===== config.mk =====
export PLATFORM = sky130hd
export DESIGN_NAME = shell_argument_splitter_core
export DESIGN_NICKNAME = d
export VERILOG_FILES = /design/src/hdl/sas_pkg.sv /design/src/hdl/shell_argument_splitter_core.sv
export VERILOG_INCLUDE_DIRS = /design/src /design/src/hdl
export SDC_FILE = /design/constraint.sdc
export NUM_CORES = 1
export LEC_CHECK = 0
export BUFFER_PORTS_ARGS = -buffer_cell sky130_fd_sc_hd__buf_2
export CAP_MARGIN = 25
export CORE_UTILIZATION = 50
export DETAILED_ROUTE_END_ITERATION = 12
export PLACE_DENSITY = 0.67
export SLEW_MARGIN = 20
export SYNTH_ARGS = -nofsm -noshare
export SYNTH_HDL_FRONTEND = slang
export SYNTH_SLANG_ARGS = --single-unit

===== constraint.sdc =====
create_clock -name i_clk -period 8.75 [get_ports i_clk]
set_input_delay 0.4375 -clock i_clk [delete_from_list [all_inputs] [get_ports i_clk]]
set_output_delay 0.4375 -clock i_clk [all_outputs]
set_load 0.05 [all_outputs]

===== src/hdl/assert_macros.svh =====
// Assertion macros shared by the RTL.
`ifndef ASSERT_MACROS_SVH
`define ASSERT_MACROS_SVH

// Clocked assertion, disabled while reset is held.
`define ASSERT_CLK(label, clk, rst_n, prop, msg) \
    label: assert property (@(posedge clk) disable iff (!rst_n) (prop)) else $error(msg);

// Clocked assertion, checked during reset as well.
`define ASSERT_ALWAYS(label, clk, prop, msg) \
    label: assert property (@(posedge clk) (prop)) else $error(msg);

`endif


===== src/hdl/sas_pkg.sv =====
// ----------------------------------------------------------------------------
// sas_pkg
// Types and constants for the shell argument splitter.
// ----------------------------------------------------------------------------
package sas_pkg;

    typedef enum logic [1:0] {
        EV_START  = 2'd0,
        EV_APPEND = 2'd1,
        EV_END    = 2'd2,
        EV_EOI    = 2'd3
    } t_event_kind;

    typedef struct packed {
        t_event_kind kind;
        logic [7:0]  data;
        logic        last;
    } t_event;

    localparam logic [7:0] CH_NUL    = 8'h00;
    localparam logic [7:0] CH_SQUOTE = 8'h27;
    localparam logic [7:0] CH_DQUOTE = 8'h22;
    localparam logic [7:0] CH_BSLASH = 8'h5C;
    localparam logic [7:0] CH_LF     = 8'h0A;
    localparam logic [7:0] CH_CR     = 8'h0D;
    localparam logic [7:0] CH_TAB    = 8'h09;
    localparam logic [7:0] CH_SPACE  = 8'h20;
    localparam logic [7:0] CH_N      = 8'h6E;
    localparam logic [7:0] CH_R      = 8'h72;
    localparam logic [7:0] CH_T      = 8'h74;

    localparam logic [7:0] MAX_ARGS_RESET = 8'd255;
    localparam logic [7:0] ARG_COUNT_MAX  = 8'd255;

    // Event queue
    localparam int unsigned EVQ_DEPTH = 4;
    localparam int unsigned EVQ_AW    = $clog2(EVQ_DEPTH);
    localparam int unsigned EVQ_CW    = $clog2(EVQ_DEPTH + 1);

endpackage


===== src/hdl/shell_argument_splitter_core.sv =====
// ----------------------------------------------------------------------------
// shell_argument_splitter_core
// A taken byte's events are registered in the event queue and offered from its head.
// Throughput: one byte per cycle while o_stall is low; a byte that gives two
//   events takes two queue entries, the four-entry event queue absorbs the burst.
// Reset (synchronous, active low): searching mode, queue empty, cap 255.
// ----------------------------------------------------------------------------
`include "assert_macros.svh"

module shell_argument_splitter_core (
    input  logic       i_clk,
    input  logic       i_rst_n,
    input  logic       i_cfg_we,
    input  logic [7:0] i_cfg_wdata,
    input  logic       i_valid,
    output logic       o_stall,
    input  logic [7:0] i_in_byte,
    output logic       o_valid,
    input  logic       i_stall,
    output logic [1:0] o_event_kind,
    output logic [7:0] o_out_byte,
    output logic       o_last_event
);

    typedef enum logic [1:0] {
        MODE_SEARCH = 2'd0,
        MODE_PLAIN  = 2'd1,
        MODE_DOUBLE = 2'd2,
        MODE_SINGLE = 2'd3
    } t_mode;

    t_mode      r_mode, n_mode;
    logic       r_escape, n_escape;
    logic [7:0] r_arg_count, n_arg_count;
    logic       r_capped, n_capped;
    logic [7:0] r_max_args;

    sas_pkg::t_event r_evq [sas_pkg::EVQ_DEPTH];
    logic [sas_pkg::EVQ_AW-1:0] r_wr_ptr, r_rd_ptr;
    logic [sas_pkg::EVQ_CW-1:0] r_count, n_count;

    sas_pkg::t_event ev0, ev1;
    logic [1:0]      num_ev;
    logic            in_acc, out_acc;
    logic [7:0]      esc_byte;
    t_mode           qmode;
    logic            is_ws;

    assign o_stall = (r_count > sas_pkg::EVQ_CW'(sas_pkg::EVQ_DEPTH - 2));
    assign in_acc  = i_valid && !o_stall;
    assign o_valid = (r_count != '0);
    assign out_acc = o_valid && !i_stall;

    assign o_event_kind = r_evq[r_rd_ptr].kind;
    assign o_out_byte   = r_evq[r_rd_ptr].data;
    assign o_last_event = r_evq[r_rd_ptr].last;

    always_comb begin
        case (i_in_byte)
            sas_pkg::CH_N: esc_byte = sas_pkg::CH_LF;
            sas_pkg::CH_R: esc_byte = sas_pkg::CH_CR;
            sas_pkg::CH_T: esc_byte = sas_pkg::CH_TAB;
            default:       esc_byte = i_in_byte;
        endcase
        qmode = (i_in_byte == sas_pkg::CH_SQUOTE) ? MODE_SINGLE : MODE_DOUBLE;
        is_ws = i_in_byte inside {sas_pkg::CH_SPACE, sas_pkg::CH_TAB,
                                  sas_pkg::CH_LF, sas_pkg::CH_CR};
    end

    // Parse step: state update and up to two events
    always_comb begin
        n_mode      = r_mode;
        n_escape    = r_escape;
        n_arg_count = r_arg_count;
        n_capped    = r_capped;
        num_ev      = 2'd0;
        ev0         = '{kind: sas_pkg::EV_START, data: 8'd0, last: 1'b0};
        ev1         = '{kind: sas_pkg::EV_APPEND, data: 8'd0, last: 1'b1};

        if (i_in_byte == sas_pkg::CH_NUL) begin
            if (r_mode != MODE_SEARCH) begin
                ev0.kind = sas_pkg::EV_END;
                ev1.kind = sas_pkg::EV_EOI;
                num_ev   = 2'd2;
            end else begin
                ev0.kind = sas_pkg::EV_EOI;
                num_ev   = 2'd1;
            end
            n_mode      = MODE_SEARCH;
            n_escape    = 1'b0;
            n_arg_count = 8'd0;
            n_capped    = 1'b0;
        end else if (r_escape) begin
            n_escape = 1'b0;
            ev0.kind = sas_pkg::EV_APPEND;
            ev0.data = esc_byte;
            num_ev   = 2'd1;
        end else if (r_capped || (r_arg_count >= r_max_args)) begin
            n_capped = 1'b1;
        end else if ((i_in_byte == sas_pkg::CH_SQUOTE) ||
                     (i_in_byte == sas_pkg::CH_DQUOTE)) begin
            if (r_mode == MODE_SEARCH) begin
                n_mode = qmode;
                num_ev = 2'd1;
            end else if (r_mode == qmode) begin
                n_mode = MODE_PLAIN;
            end else if (r_mode == MODE_PLAIN) begin
                n_mode = qmode;
            end else begin
                ev0.kind = sas_pkg::EV_APPEND;
                ev0.data = i_in_byte;
                num_ev   = 2'd1;
            end
        end else if (is_ws) begin
            if (r_mode == MODE_PLAIN) begin
                ev0.kind = sas_pkg::EV_END;
                n_mode   = MODE_SEARCH;
                num_ev   = 2'd1;
            end else if (r_mode != MODE_SEARCH) begin
                ev0.kind = sas_pkg::EV_APPEND;
                ev0.data = i_in_byte;
                num_ev   = 2'd1;
            end
        end else if (i_in_byte == sas_pkg::CH_BSLASH) begin
            if (r_mode == MODE_SEARCH) begin
                n_mode = MODE_PLAIN;
                num_ev = 2'd1;
            end
            n_escape = 1'b1;
        end else begin
            if (r_mode == MODE_SEARCH) begin
                n_mode   = MODE_PLAIN;
                ev1.data = i_in_byte;
                num_ev   = 2'd2;
            end else begin
                ev0.kind = sas_pkg::EV_APPEND;
                ev0.data = i_in_byte;
                num_ev   = 2'd1;
            end
        end

        // argument start counts, saturating
        if ((i_in_byte != sas_pkg::CH_NUL) && (num_ev != 2'd0) &&
            (ev0.kind == sas_pkg::EV_START) &&
            (r_arg_count != sas_pkg::ARG_COUNT_MAX)) begin
            n_arg_count = r_arg_count + 8'd1;
        end
        ev0.last = (num_ev == 2'd1);
    end

    always_comb begin
        n_count = r_count;
        if (in_acc) begin
            n_count = n_count + sas_pkg::EVQ_CW'(num_ev);
        end
        if (out_acc) begin
            n_count = n_count - sas_pkg::EVQ_CW'(1);
        end
    end

    always_ff @(posedge i_clk) begin
        if (!i_rst_n) begin
            r_mode      <= MODE_SEARCH;
            r_escape    <= 1'b0;
            r_arg_count <= 8'd0;
            r_capped    <= 1'b0;
            r_max_args  <= sas_pkg::MAX_ARGS_RESET;
            r_wr_ptr    <= '0;
            r_rd_ptr    <= '0;
            r_count     <= '0;
        end else begin
            if (i_cfg_we) begin
                r_max_args <= i_cfg_wdata;
            end
            if (in_acc) begin
                r_mode      <= n_mode;
                r_escape    <= n_escape;
                r_arg_count <= n_arg_count;
                r_capped    <= n_capped;
                r_wr_ptr    <= r_wr_ptr + sas_pkg::EVQ_AW'(num_ev);
            end
            if (out_acc) begin
                r_rd_ptr <= r_rd_ptr + sas_pkg::EVQ_AW'(1);
            end
            r_count <= n_count;
        end
    end

    // Event queue storage
    always_ff @(posedge i_clk) begin
        if (in_acc && (num_ev != 2'd0)) begin
            r_evq[r_wr_ptr] <= ev0;
        end
        if (in_acc && (num_ev == 2'd2)) begin
            r_evq[r_wr_ptr + sas_pkg::EVQ_AW'(1)] <= ev1;
        end
    end

    `ASSERT_CLK(a_count_bound, i_clk, i_rst_n,
        r_count <= sas_pkg::EVQ_CW'(sas_pkg::EVQ_DEPTH), "event queue overflow")
    `ASSERT_CLK(a_eoi_last, i_clk, i_rst_n,
        o_valid && (o_event_kind == sas_pkg::EV_EOI) |-> o_last_event,
        "end of input not marked last")
    `ASSERT_CLK(a_byte_zero, i_clk, i_rst_n,
        o_valid && (o_event_kind != sas_pkg::EV_APPEND) |-> (o_out_byte == 8'd0),
        "non-append event carries a byte")
    `ASSERT_CLK(a_nul_reset, i_clk, i_rst_n,
        in_acc && (i_in_byte == sas_pkg::CH_NUL) |=> (r_mode == MODE_SEARCH) &&
        (r_arg_count == 8'd0) && !r_capped && !r_escape,
        "end of string did not clear parse state")
    `ASSERT_CLK(a_escape_mode, i_clk, i_rst_n,
        r_escape |-> (r_mode != MODE_SEARCH), "escape pending outside an argument")

endmodule

==> out/qor.txt <==
syn avg cell area = 9.74 um2
Most used DFF post-synth = dfxtp_1
EDFF count, synth = 36
sequential area share after synthesis = 41.6%
Rows = 33
Reg2Reg Depth = 9
Clock transition at path regs = 0.09 ns
sw frac = 42.4%
Mapped Nets = 486
setup TNS = 0 ns
Post-DP HPWL = 7490 um
Mapped Cells = 450
GRT Util Overall = 24.1%
fin crit period = 3.69 ns
Slew @ Worst Pin = 0.806 ns
total via count in the routed design = 3609
clock buffer depth = 2
initial antenna violation count = 0
cells along the critical path = inv_1 > ha_1 > or3b_2 > o2111ai_1 > a31o_2 > or3b_1 > o21ai_2 > nand2_1 > nand2_1
Avg Vias per Cell = 6.28
Max Cap Violations = 0
Async SR Flop Fraction = 0%
FF-to-FF setup slack = 5.06 ns
RSZ-0062 raised after global routing = no
hold crit path type = in2reg
Setup CP Type = reg2reg
CTS tree = built
number of remaining DRC errors = 0
clock sinks = 73
slowest stage cell, crit path = o21ai_2
Detail Route Antenna Nets = 0
combinational share of power = 42.5%
Post-CTS Setup Inserts = 0
NumNets Final = 501
Initial Utilization = 52.6%
Internal Power = 797 uW
Seq pwr share = 36.6%
critical path's most frequent cell = nand2_1
CP Capture Point = r_evq[2][8]
Max transition margin = 46.3%
worst r2r src = r_arg_count[0]
Setup Skew = 0.0150 ns
most frequent cells in the layout = nand2_1, dfxtp_1, edfxtp_1
Seq cells post-synth = 73
Crit. End Element = register
GPL Wtd Cong = 0.865
Port Buffers = 33
Final Cycle Share = 42.2%
largest net degree at the start of global routing = 31
Sw Pwr = 586 uW
post_cts resized = 0
core area = 0.00834 mm2
Final Hold Vio Count = 0
power per cell area = 290 mW/mm2
Syn-to-layout area delta = 8.79%
first-pass GRT wire length = 16600 um
outcome = complete, no violations
Critical Path Source = r_arg_count[0]
gr ovfl total = 0
r2r endpoint = r_evq[2][8]
Leak = 1.84 nW
peak supply drop = 91.6 uV
Worst Hold Launch = i_cfg_wdata[1]
fmax = 0.271 GHz
Worst setup SP type = register
worst hold slack = 0.295 ns
Mapped Area = 0.00438 mm2
Die Ht = 95.6 um
Die X = 95.6 um
root buffer cell = clkbuf_8
number of detailed-route iterations in the first pass = 6
Initial DRC Count = 345
Max stage delay on crit path = 0.51 ns
Netlist cell types = 75
share of cells above drive strength 1 = 17.2%
later-pin clock latency in the skew report = 0.35 ns
Post-CTS Hold Fix Bufs = 0
endpoints failing setup = 0
H-tree Lvls = 3
Warnings, synthesis = 0
TritonCTS Buffers = 9
commonest non-fill, non-tap cell in the layout = nand2_1
Slew Viols, Final = 0
crit path DAT = 3.68 ns
fill count = 751
number of global-route vias before repair = 3279
diodes inserted = 0
die area = 0.00914 mm2
I/O pins = 34
Worst Path Required = 8.74 ns
Wirelength per Cell = 17.7 um
clock share of power = 20.8%
final WL = 10200 um
Crit Path Max Fanout = 14
worst hold stages = 3
## worst min-delay path by stage
stage                                to  slack, ns
after floorplan             r_evq[2][0]       0.43
after global placement      r_evq[2][0]       0.46
after detailed placement    r_evq[2][0]       0.46
after CTS                 r_max_args[1]       0.29
after global routing      r_max_args[0]       0.30
final                     r_max_args[1]       0.29
## routing by layer
| metal | track usage [%] | up-vias | routed length, um |
|---|---|---|---|
| met1 | 32.4 | 1725 | 4450 |
| met2 | 37.4 | 130 | 4860 |
| met5 | 0 | - | 0 |
| met3 | 5.82 | 24 | 644 |
| met4 | 9.20 | 0 | 225 |
| li1 | - | 1730 | - |
## power by group through the flow
stage | Clock (mW) | Combinational [mW] | Sequential (mW)
2_1_floorplan | 0 | 0.501 | 0.479
3_3_place_gp | 0 | 0.579 | 0.513
3_5_place_dp | 0 | 0.586 | 0.516
4_1_cts | 0.292 | 0.588 | 0.509
5_1_grt | 0.311 | 0.642 | 0.521
6_report | 0.288 | 0.589 | 0.507
## stage by stage
stage | instance area, um2 | total power, mW | setup slack [ns] | utilization (%) | cells
floorplan | 4380 | 0.980 | 5.31 | - | 450
global placement | 4540 | 1.09 | 5.01 | 54.5 | 558
detailed placement | 4540 | 1.10 | 4.90 | 54.5 | 558
CTS | 4760 | 1.39 | 5.09 | 57.1 | 574
global route | 4770 | 1.47 | 4.86 | 57.2 | 575
finish | 4770 | 1.38 | 5.06 | 57.2 | 575
## layout make-up
type                    count  area [um2]  area share (%)
multi-input cells         322        2330            48.9
clock inverters             6        70.1            1.47
well taps                 105         131            2.76
clock buffers              10         149            3.12
inverters                  25        93.8            1.97
repair buffers             34         170            3.57
flip-flops and latches     73        1820            38.2
## cell families after synthesis
kind of cell	count (synthesis)	synth area share [%]
buffers and inverters	55	5.22
flip-flops	73	41.6
AO/OA/AOI/OAI	119	19.6
multiplexers	16	6.79
adder cells (fa/ha/maj)	15	4.45
XOR/XNOR	6	1.20
AND/OR/NAND/NOR	166	21.2
## cell usage after synthesis, types with 3 or more instances
cell type	number	share of area, %
a21boi_0	5	0.86
o21ai_0	9	1.0
nor2b_1	11	1.6
a21o_1	3	0.51
nor3b_1	3	0.51
a31o_2	3	0.60
a31oi_1	5	0.71
nand3_1	22	2.5
nor2_1	16	1.4
and2_1	14	2.0
nor3_1	9	1.0
xor2_1	3	0.60
o22ai_1	29	4.1
buf_4	3	0.51
nand2b_1	5	0.71
clkbuf_1	19	1.6
o21a_1	3	0.51
mux2i_1	5	1.1
o211ai_1	15	2.6
buf_1	4	0.34
nand2_1	45	3.9
a211o_1	3	0.60
and3_1	4	0.57
o21ai_1	3	0.34
mux4_2	11	5.7
nand4_1	10	1.4
inv_1	25	2.1
a211oi_1	5	0.86
a21oi_1	12	1.4
nand4b_1	3	0.60
edfxtp_1	36	25
dfxtp_1	37	17
xnor2_1	3	0.60
a221o_1	4	0.91
ha_1	14	4.0
## critical path, delay by kind of cell, from the launching register on
kind                       cells  cell delay (ns)
and+or+nand+nor                4             1.75
AOI/OAI and AO/OA              3             0.83
DFF                            1             0.36
adders and majority gates      1             0.29
buffers and inverters          1             0.09
## flip-flops by register name, summed over array words and instances (netlist names), named ones only
name	flops
r_arg_count	8
r_evq	44
r_escape	1
r_rd_ptr	2
r_count	3
r_mode	2
r_max_args	8
r_capped	1
r_wr_ptr	2
Power figures use the tool's default switching activity.
